### config.mk
export PLATFORM = sky130hd
export DESIGN_NAME = min_graph_coloring_search_unit
export DESIGN_NICKNAME = d
export VERILOG_FILES = /design/src/sv/mgcs_pkg.sv /design/src/sv/min_graph_coloring_search_unit.sv
export SDC_FILE = /design/constraint.sdc
export NUM_CORES = 1
export LEC_CHECK = 0
export BUFFER_PORTS_ARGS = -buffer_cell sky130_fd_sc_hd__buf_2
export CAP_MARGIN = 10
export CORE_UTILIZATION = 60
export DETAILED_ROUTE_END_ITERATION = 12
export GPL_ROUTABILITY_DRIVEN = 0
export GPL_TIMING_DRIVEN = 0
export PLACE_DENSITY = 0.75
export SYNTH_ARGS = -nofsm -noshare
export SYNTH_HDL_FRONTEND = slang
export SYNTH_SLANG_ARGS = --single-unit
### constraint.sdc
create_clock -name clock -period 9.8 [get_ports clock]
set_clock_uncertainty 0.1 [all_clocks]
set_input_delay 0.98 -clock clock [delete_from_list [all_inputs] [get_ports clock]]
set_output_delay 0.98 -clock clock [all_outputs]
set_load 0.02 [all_outputs]
### src/sv/mgcs_pkg.sv
package mgcs_pkg;

   localparam int MAX_VERTICES = 16;
   localparam int ROW_W        = 16;
   localparam int VIDX_W       = 4;
   localparam int COLOR_W      = 5;

   typedef struct packed {
      logic [ROW_W-1:0] adjacency_row;
      logic             last_row;
   } req_type;

   typedef struct packed {
      logic [VIDX_W-1:0]  vertex_index;
      logic [COLOR_W-1:0] assigned_color;
      logic [COLOR_W-1:0] colors_used;
      logic               last_vertex;
   } rsp_type;

   // microprogram addresses
   typedef enum logic [3:0] {
      STEP_IDLE,
      STEP_TRIAL,
      STEP_LOADC,
      STEP_TEST,
      STEP_CHECK,
      STEP_INCC,
      STEP_PLACE,
      STEP_FAIL,
      STEP_DEC,
      STEP_NEXTM,
      STEP_INCM,
      STEP_GIVEUP,
      STEP_EMITPREP,
      STEP_EMIT
   } step_type;

   typedef enum logic [2:0] {
      COND_ALWAYS,
      COND_START,
      COND_C_OVER,
      COND_FITS,
      COND_V_LAST,
      COND_V_ZERO,
      COND_M_FULL,
      COND_OUT_LAST
   } cond_type;

   typedef struct packed {
      logic      accept_req;
      logic      set_m1;
      logic      inc_m;
      logic      clr_colors;
      logic      clr_v;
      logic      inc_v;
      logic      dec_v;
      logic      load_c;
      logic      inc_c;
      logic      write_c;
      logic      clr_color_v;
      logic      clr_o;
      logic      emit;
      cond_type  cond;
      step_type  jump_t;
      step_type  jump_f;
   } ctrl_word_type;

   function automatic ctrl_word_type ucode(step_type s);
      ctrl_word_type w;
      begin
         w        = '0;
         w.cond   = COND_ALWAYS;
         w.jump_t = STEP_IDLE;
         w.jump_f = STEP_IDLE;
         unique case (s)
            STEP_IDLE: begin
               w.accept_req = 1'b1;
               w.set_m1     = 1'b1;
               w.cond       = COND_START;
               w.jump_t     = STEP_TRIAL;
               w.jump_f     = STEP_IDLE;
            end
            STEP_TRIAL: begin
               w.clr_colors = 1'b1;
               w.clr_v      = 1'b1;
               w.jump_t     = STEP_LOADC;
               w.jump_f     = STEP_LOADC;
            end
            STEP_LOADC: begin
               w.load_c = 1'b1;
               w.jump_t = STEP_TEST;
               w.jump_f = STEP_TEST;
            end
            STEP_TEST: begin
               w.cond   = COND_C_OVER;
               w.jump_t = STEP_FAIL;
               w.jump_f = STEP_CHECK;
            end
            STEP_CHECK: begin
               w.cond   = COND_FITS;
               w.jump_t = STEP_PLACE;
               w.jump_f = STEP_INCC;
            end
            STEP_INCC: begin
               w.inc_c  = 1'b1;
               w.jump_t = STEP_TEST;
               w.jump_f = STEP_TEST;
            end
            STEP_PLACE: begin
               w.write_c = 1'b1;
               w.inc_v   = 1'b1;
               w.cond    = COND_V_LAST;
               w.jump_t  = STEP_EMITPREP;
               w.jump_f  = STEP_LOADC;
            end
            STEP_FAIL: begin
               w.clr_color_v = 1'b1;
               w.cond        = COND_V_ZERO;
               w.jump_t      = STEP_NEXTM;
               w.jump_f      = STEP_DEC;
            end
            STEP_DEC: begin
               w.dec_v  = 1'b1;
               w.jump_t = STEP_LOADC;
               w.jump_f = STEP_LOADC;
            end
            STEP_NEXTM: begin
               w.cond   = COND_M_FULL;
               w.jump_t = STEP_GIVEUP;
               w.jump_f = STEP_INCM;
            end
            STEP_INCM: begin
               w.inc_m  = 1'b1;
               w.jump_t = STEP_TRIAL;
               w.jump_f = STEP_TRIAL;
            end
            STEP_GIVEUP: begin
               w.clr_colors = 1'b1;
               w.jump_t     = STEP_EMITPREP;
               w.jump_f     = STEP_EMITPREP;
            end
            STEP_EMITPREP: begin
               w.clr_o  = 1'b1;
               w.jump_t = STEP_EMIT;
               w.jump_f = STEP_EMIT;
            end
            STEP_EMIT: begin
               w.emit   = 1'b1;
               w.cond   = COND_OUT_LAST;
               w.jump_t = STEP_IDLE;
               w.jump_f = STEP_EMIT;
            end
            default: begin
               w.jump_t = STEP_IDLE;
               w.jump_f = STEP_IDLE;
            end
         endcase
         return w;
      end
   endfunction

endpackage

### src/sv/min_graph_coloring_search_unit.sv
// adjacency rows are taken one per cycle while the microprogram is idle;
// after the final row the microprogram runs the backtracking search, stepping
// through test, check and advance for each color tried at a vertex, so the search length depends on the graph
// results then stream one per cycle, one per vertex of the clamped count, under rsp_stall
// synchronous active-high reset: microprogram at idle, row count zero,
// vertex_count 16; the adjacency rows are not reset
module min_graph_coloring_search_unit
   import mgcs_pkg::*;
(
   input  logic               clock,
   input  logic               reset,
   input  logic               req_valid,
   output logic               req_stall,
   input  req_type            req_data,
   output logic               rsp_valid,
   input  logic               rsp_stall,
   output rsp_type            rsp_data,
   input  logic               csr_valid,
   output logic               csr_ready,
   input  logic [COLOR_W-1:0] csr_data
);

   step_type             upc_ff, upc_in;
   ctrl_word_type        ctrl;
   logic                 cond_hit;

   logic [ROW_W-1:0]     adj_ff [MAX_VERTICES];
   logic [COLOR_W-1:0]   colors_ff [MAX_VERTICES];
   logic [COLOR_W-1:0]   colors_in [MAX_VERTICES];
   logic [COLOR_W-1:0]   rows_ff, rows_in;
   logic [COLOR_W-1:0]   vcount_ff, vcount_in;
   logic [COLOR_W-1:0]   m_ff, m_in;
   logic [COLOR_W-1:0]   v_ff, v_in;
   logic [COLOR_W-1:0]   c_ff, c_in;
   logic [VIDX_W-1:0]    o_ff, o_in;

   logic [COLOR_W-1:0]   n_eff;
   logic                 req_acc;
   logic                 rsp_acc;
   logic                 row_write;
   logic [ROW_W-1:0]     cur_row;
   logic                 conflict;

   // control word for the current step
   always_comb begin
      ctrl = ucode(upc_ff);
   end

   assign req_stall = !ctrl.accept_req;
   assign rsp_valid = ctrl.emit;
   assign csr_ready = 1'b1;
   assign req_acc   = req_valid && !req_stall;
   assign rsp_acc   = rsp_valid && !rsp_stall;
   assign row_write = req_acc && (rows_ff < COLOR_W'(MAX_VERTICES));

   // vertex count clamped to 1..MAX_VERTICES
   always_comb begin
      if (vcount_ff == '0) begin
         n_eff = COLOR_W'(1);
      end else if (vcount_ff > COLOR_W'(MAX_VERTICES)) begin
         n_eff = COLOR_W'(MAX_VERTICES);
      end else begin
         n_eff = vcount_ff;
      end
   end

   // candidate color clashes with an earlier colored neighbor
   assign cur_row = adj_ff[v_ff[VIDX_W-1:0]];
   always_comb begin
      conflict = 1'b0;
      for (int i = 0; i < MAX_VERTICES; i++) begin
         if (cur_row[i] && (COLOR_W'(i) < v_ff) && (colors_ff[i] == c_ff)) begin
            conflict = 1'b1;
         end
      end
   end

   always_comb begin
      case (ctrl.cond)
         COND_ALWAYS:   cond_hit = 1'b1;
         COND_START:    cond_hit = req_acc && req_data.last_row;
         COND_C_OVER:   cond_hit = c_ff > m_ff;
         COND_FITS:     cond_hit = !conflict;
         COND_V_LAST:   cond_hit = (v_ff + COLOR_W'(1)) >= n_eff;
         COND_V_ZERO:   cond_hit = v_ff == '0;
         COND_M_FULL:   cond_hit = m_ff == n_eff;
         COND_OUT_LAST: cond_hit = rsp_acc && ({1'b0, o_ff} == (n_eff - COLOR_W'(1)));
         default:       cond_hit = 1'b0;
      endcase
   end

   // next step
   always_comb begin
      upc_in = cond_hit ? ctrl.jump_t : ctrl.jump_f;
   end

   // datapath next values
   always_comb begin
      vcount_in = vcount_ff;
      rows_in   = rows_ff;
      m_in      = m_ff;
      v_in      = v_ff;
      c_in      = c_ff;
      o_in      = o_ff;
      colors_in = colors_ff;

      if (csr_valid && csr_ready) begin
         vcount_in = csr_data;
      end
      if (row_write) begin
         rows_in = rows_ff + COLOR_W'(1);
      end
      if (req_acc && req_data.last_row) begin
         rows_in = '0;
      end
      if (ctrl.set_m1) begin
         m_in = COLOR_W'(1);
      end
      if (ctrl.inc_m) begin
         m_in = m_ff + COLOR_W'(1);
      end
      if (ctrl.clr_colors) begin
         for (int i = 0; i < MAX_VERTICES; i++) begin
            colors_in[i] = '0;
         end
      end
      if (ctrl.clr_v) begin
         v_in = '0;
      end
      if (ctrl.inc_v) begin
         v_in = v_ff + COLOR_W'(1);
      end
      if (ctrl.dec_v) begin
         v_in = v_ff - COLOR_W'(1);
      end
      if (ctrl.load_c) begin
         c_in = colors_ff[v_ff[VIDX_W-1:0]] + COLOR_W'(1);
      end
      if (ctrl.inc_c) begin
         c_in = c_ff + COLOR_W'(1);
      end
      if (ctrl.write_c) begin
         colors_in[v_ff[VIDX_W-1:0]] = c_ff;
      end
      if (ctrl.clr_color_v) begin
         colors_in[v_ff[VIDX_W-1:0]] = '0;
      end
      if (ctrl.clr_o) begin
         o_in = '0;
      end
      if (ctrl.emit && rsp_acc) begin
         o_in = o_ff + VIDX_W'(1);
      end
   end

   always_ff @(posedge clock) begin
      if (reset) begin
         upc_ff    <= STEP_IDLE;
         rows_ff   <= '0;
         vcount_ff <= COLOR_W'(MAX_VERTICES);
         m_ff      <= COLOR_W'(1);
         v_ff      <= '0;
         for (int i = 0; i < MAX_VERTICES; i++) begin
            colors_ff[i] <= '0;
         end
      end else begin
         upc_ff    <= upc_in;
         rows_ff   <= rows_in;
         vcount_ff <= vcount_in;
         m_ff      <= m_in;
         v_ff      <= v_in;
         colors_ff <= colors_in;
      end
   end

   always_ff @(posedge clock) begin
      c_ff <= c_in;
      o_ff <= o_in;
      if (row_write) begin
         adj_ff[rows_ff[VIDX_W-1:0]] <= req_data.adjacency_row;
      end
   end

   always_comb begin
      rsp_data.vertex_index   = o_ff;
      rsp_data.assigned_color = colors_ff[o_ff];
      rsp_data.colors_used    = m_ff;
      rsp_data.last_vertex    = {1'b0, o_ff} == (n_eff - COLOR_W'(1));
   end

`ifndef SYNTHESIS
   a_color_in_range: assert property (@(posedge clock) disable iff (reset)
      rsp_valid |-> (rsp_data.assigned_color != '0) &&
                    (rsp_data.assigned_color <= rsp_data.colors_used))
      else $error("reported color outside 1..colors_used");

   a_count_bounded: assert property (@(posedge clock) disable iff (reset)
      rsp_valid |-> (rsp_data.colors_used <= n_eff) && ({1'b0, o_ff} < n_eff))
      else $error("color count or vertex index beyond vertex count");

   a_idle_after_last: assert property (@(posedge clock) disable iff (reset)
      (rsp_acc && rsp_data.last_vertex) |=> (!rsp_valid && !req_stall))
      else $error("no return to loading after final result");
`endif

endmodule
==> results.md <==
* Status: finished, final reports clean
* Relative slew slack at 0.136
* Hold-fix buffers, CTS at 0
* Max H-tree Level at 2
* Die X-Extent at roughly 170 um
* CTS tree: done
* Setup crit start kind: register
* YS warnings at 0
* Mapped cell area at about 18000 um2
* Max-Cap Viols at 0
* Clock buffer depth at 3
* CP delay by family, top: buffers and inverters
* Iter 0 DRT Violations at about 1600
* Synth Flop Type: edfxtp_1
* 1st-pass router iterations at 6
* Async SR Flop Fraction at 0
* Multiplexer share of the synthesized area at 0.164
* Setup violators final at 0
* Max stage delay on crit path at about 0.92 ns
* Share of cells above drive strength 1 at 0.178
* Skew-Pair Late Insertion Delay at about 0.54 ns
* Io pins at 45
* Tot Pwr at 0.00376 W
* Vias per cell at ~6.7
* XOR/XNOR share of the synthesized area at 0.0493
* Hold Path Cell Cnt at 2
* Static leakage at 6.41 nW
* CP arrival at around 5.3 ns
* Count of buffers from port buffering at a little over 40
* VDD IR max at around 0.19 mV
* Post-DR wirelength/cell at 26.7 um
* Worst min path class: reg -> reg
* Number of buffers and inverters on the critical path at 5
* Syn Inst Count at between 1000 and 1500
* Register area share after synthesis at 0.569
* F_max at approximately 0.20 GHz
* # rows at between 60 and 70
* Total negative setup slack at 0 ns
* Mean area per synthesized cell at between 10 and 15 um2
* FF-to-FF path depth at 13
* Post-DRT Antenna Nets at 0
* Most used cell along the critical path: clkbuf_1
* DIE HEIGHT at between 150 and 200 um
* Slew Limit Fails at 0
* CP Capture Type: register
* Total track usage at 0.342
* Distinct cells, synth at 64
* Slowest cell on crit path: a211oi_1
* Hpwl dp at between 30 and 40 mm
* Syn Nets at around 1400
* DRC errors left at 0
* Worst EP required at 10.09 ns
* Most common cell after layout, fill and taps aside: edfxtp_1
* Hold Fails Final Rpt at 0
* Die ar. at ~30000 um2
* Clk root buf: clkbuf_16
* Final wirelength at a little over 50 mm
* Vias in the first global route at about 12000
* Synth Area in Compound Gates at 0.0646
* Vias at roughly 13000
* Fill cells at between 2000 and 2500
* Crit path time final at 5.05 ns
* Unrepaired setup endpoints after global routing: no
* Nets at approximately 1500
* Simple-gate share of the synthesized area at 0.110
* Worst Path Max Fanout at 10
* Clock sink count at between 300 and 400
* Initial antenna violation count at 1
* CP Cell Sequence: clkbuf_1, buf_2, clkbuf_1, clkbuf_1, inv_1, ha_1, nand2_1, o21ai_0, a21oi_1, a311o_1, a211oi_1, o22a_1, a31oi_1
* Largest family of logic cells by synthesized area: multiplexers
* Layout area overhead at 12.9%
* Register bit total from synthesis at approximately 370
* CTS Buf Count at 40
* Adder-Cell Fraction of Synth Area at 0.0155
* CTS resizes at 0
* Design area at between 20000 and 25000 um2
* Most frequent cells in the layout: 265 x edfxtp_1, 163 x nand2_1, 108 x dfxtp_1
* Initial Util at 0.614
* Largest net degree at the start of global routing at 17
* Wire length of the first global-routing pass at 76.9 mm
* Setup bufs post-CTS at 0
* Worst setup path class: reg -> reg
* Crit share post-route at 0.515
* Clock Pin Slew Worst Setup and Hold Paths at approximately 0.060 ns
* Core ar. at 28900 um2
* Overflow after GRT at 0
* Placed inst area at about 19000 um2
* Pwr Density at around 190 nW/um2
* Critical Path Stages at 13
* Number of enable-type register cells in the synthesized netlist at between 200 and 300
* Worst-Margin Slew at about 1.3 ns
metrics by stage:
step / std cells / util / hold slack, ns / setup WS [ns]
CTS: 1892 / 0.694 / 0.381 / 4.95
floorplan: 1377 / - / 0.342 / 6.04
global placement: 1802 / 0.638 / 0.355 / 4.44
detailed placement: 1822 / 0.650 / 0.368 / 4.96
finish: 1893 / 0.694 / 0.382 / 4.75
global route: 1892 / 0.694 / 0.437 / 4.63
sequential cells by signal, summed over array words and instances (netlist names), named ones only:
register,count
colors_ff,80
o_ff,4
adj_ff,256
vcount_ff,5
c_ff,5
v_ff,5
rows_ff,5
upc_ff,4
m_ff,5
worst register-to-register path: cells and delay by family (launching register included):
family / cells / cell delay, ns
AOI/OAI and AO/OA: 6 / 1.78
buffers and inverters: 5 / 2.35
adders and majority gates: 1 / 0.30
and+or+nand+nor: 1 / 0.05
DFF: 1 / 0.33
area by class of cell:
cell class              instances  area (um2)  area share
flip-flops and latches        373       10100       0.504
multi-input cells             889        7220       0.360
clock buffers                  50        1040      0.0517
repair buffers                 61         509      0.0254
well taps                     384         480      0.0239
plain buffers                  97         417      0.0208
clock inverters                20         214      0.0107
inverters                      18        67.6     0.00337
diodes                          1        2.50    0.000125
metal layers:
layer,GRT usage,wire length (um)
met2,0.555,23900
met4,0.171,2980
met3,0.0875,5500
met1,0.429,18200
met5,0,0
cells in the mapped netlist, types with 3 or more instances:
master / number / area, um2
a31oi_1: 8 / 50.1
xnor2_1: 45 / 394
o2111ai_1: 4 / 35.0
ha_1: 22 / 275
xor2_1: 55 / 482
o21ai_0: 11 / 55.1
o22ai_1: 4 / 25.0
o31ai_1: 3 / 22.5
clkbuf_1: 58 / 218
mux2i_1: 40 / 400
a22oi_1: 3 / 22.5
buf_2: 15 / 75.1
dfxtp_1: 108 / 2160
mux4_1: 3 / 78.8
buf_4: 5 / 37.5
nor2b_1: 6 / 37.5
and2_1: 6 / 37.5
inv_1: 18 / 67.6
nand2_1: 163 / 612
a211oi_1: 8 / 60.1
nor4_1: 8 / 50.1
a21o_1: 4 / 30.0
nor3_1: 28 / 140
o211ai_1: 5 / 37.5
nand4_1: 15 / 93.8
edfxtp_1: 265 / 7960
or3_1: 6 / 37.5
a21oi_1: 103 / 515
a2111oi_0: 3 / 26.3
nor2_1: 71 / 267
buf_1: 17 / 63.8
mux2_2: 4 / 45.0
nand3_1: 102 / 510
a221oi_1: 5 / 43.8
nand2b_1: 11 / 68.8
mux4_2: 106 / 2390
cells by family after synthesis:
family,Yosys count
flops,373
mux,153
buf+inv,115
simple gates,429
fa+ha+maj,22
xor+xnor,100
other cells,1
compound gates,184
final timing paths:
kind / startpoint / to / slack (ns)
setup / recovery: c_ff[0]$_DFFE_PP_ / upc_ff[0]$_SDFF_PP0_ / 4.75
hold / removal: rows_ff[4]$_SDFFE_PP0P_ / rows_ff[4]$_SDFFE_PP0P_ / 0.38
setup reg to reg: c_ff[0]$_DFFE_PP_ / upc_ff[0]$_SDFF_PP0_ / 4.75
hold reg to reg: rows_ff[4]$_SDFFE_PP0P_ / rows_ff[4]$_SDFFE_PP0P_ / 0.38
report_power, final:
part | internal [W] | leakage (nW) | switching, W
Combinational | 0.000172 | 2.54 | 0.000374
Clock | 0.000838 | 0.618 | 0.000623
Sequential | 0.00174 | 3.26 | 0.0000167
(Power assumes the default switching activity.)
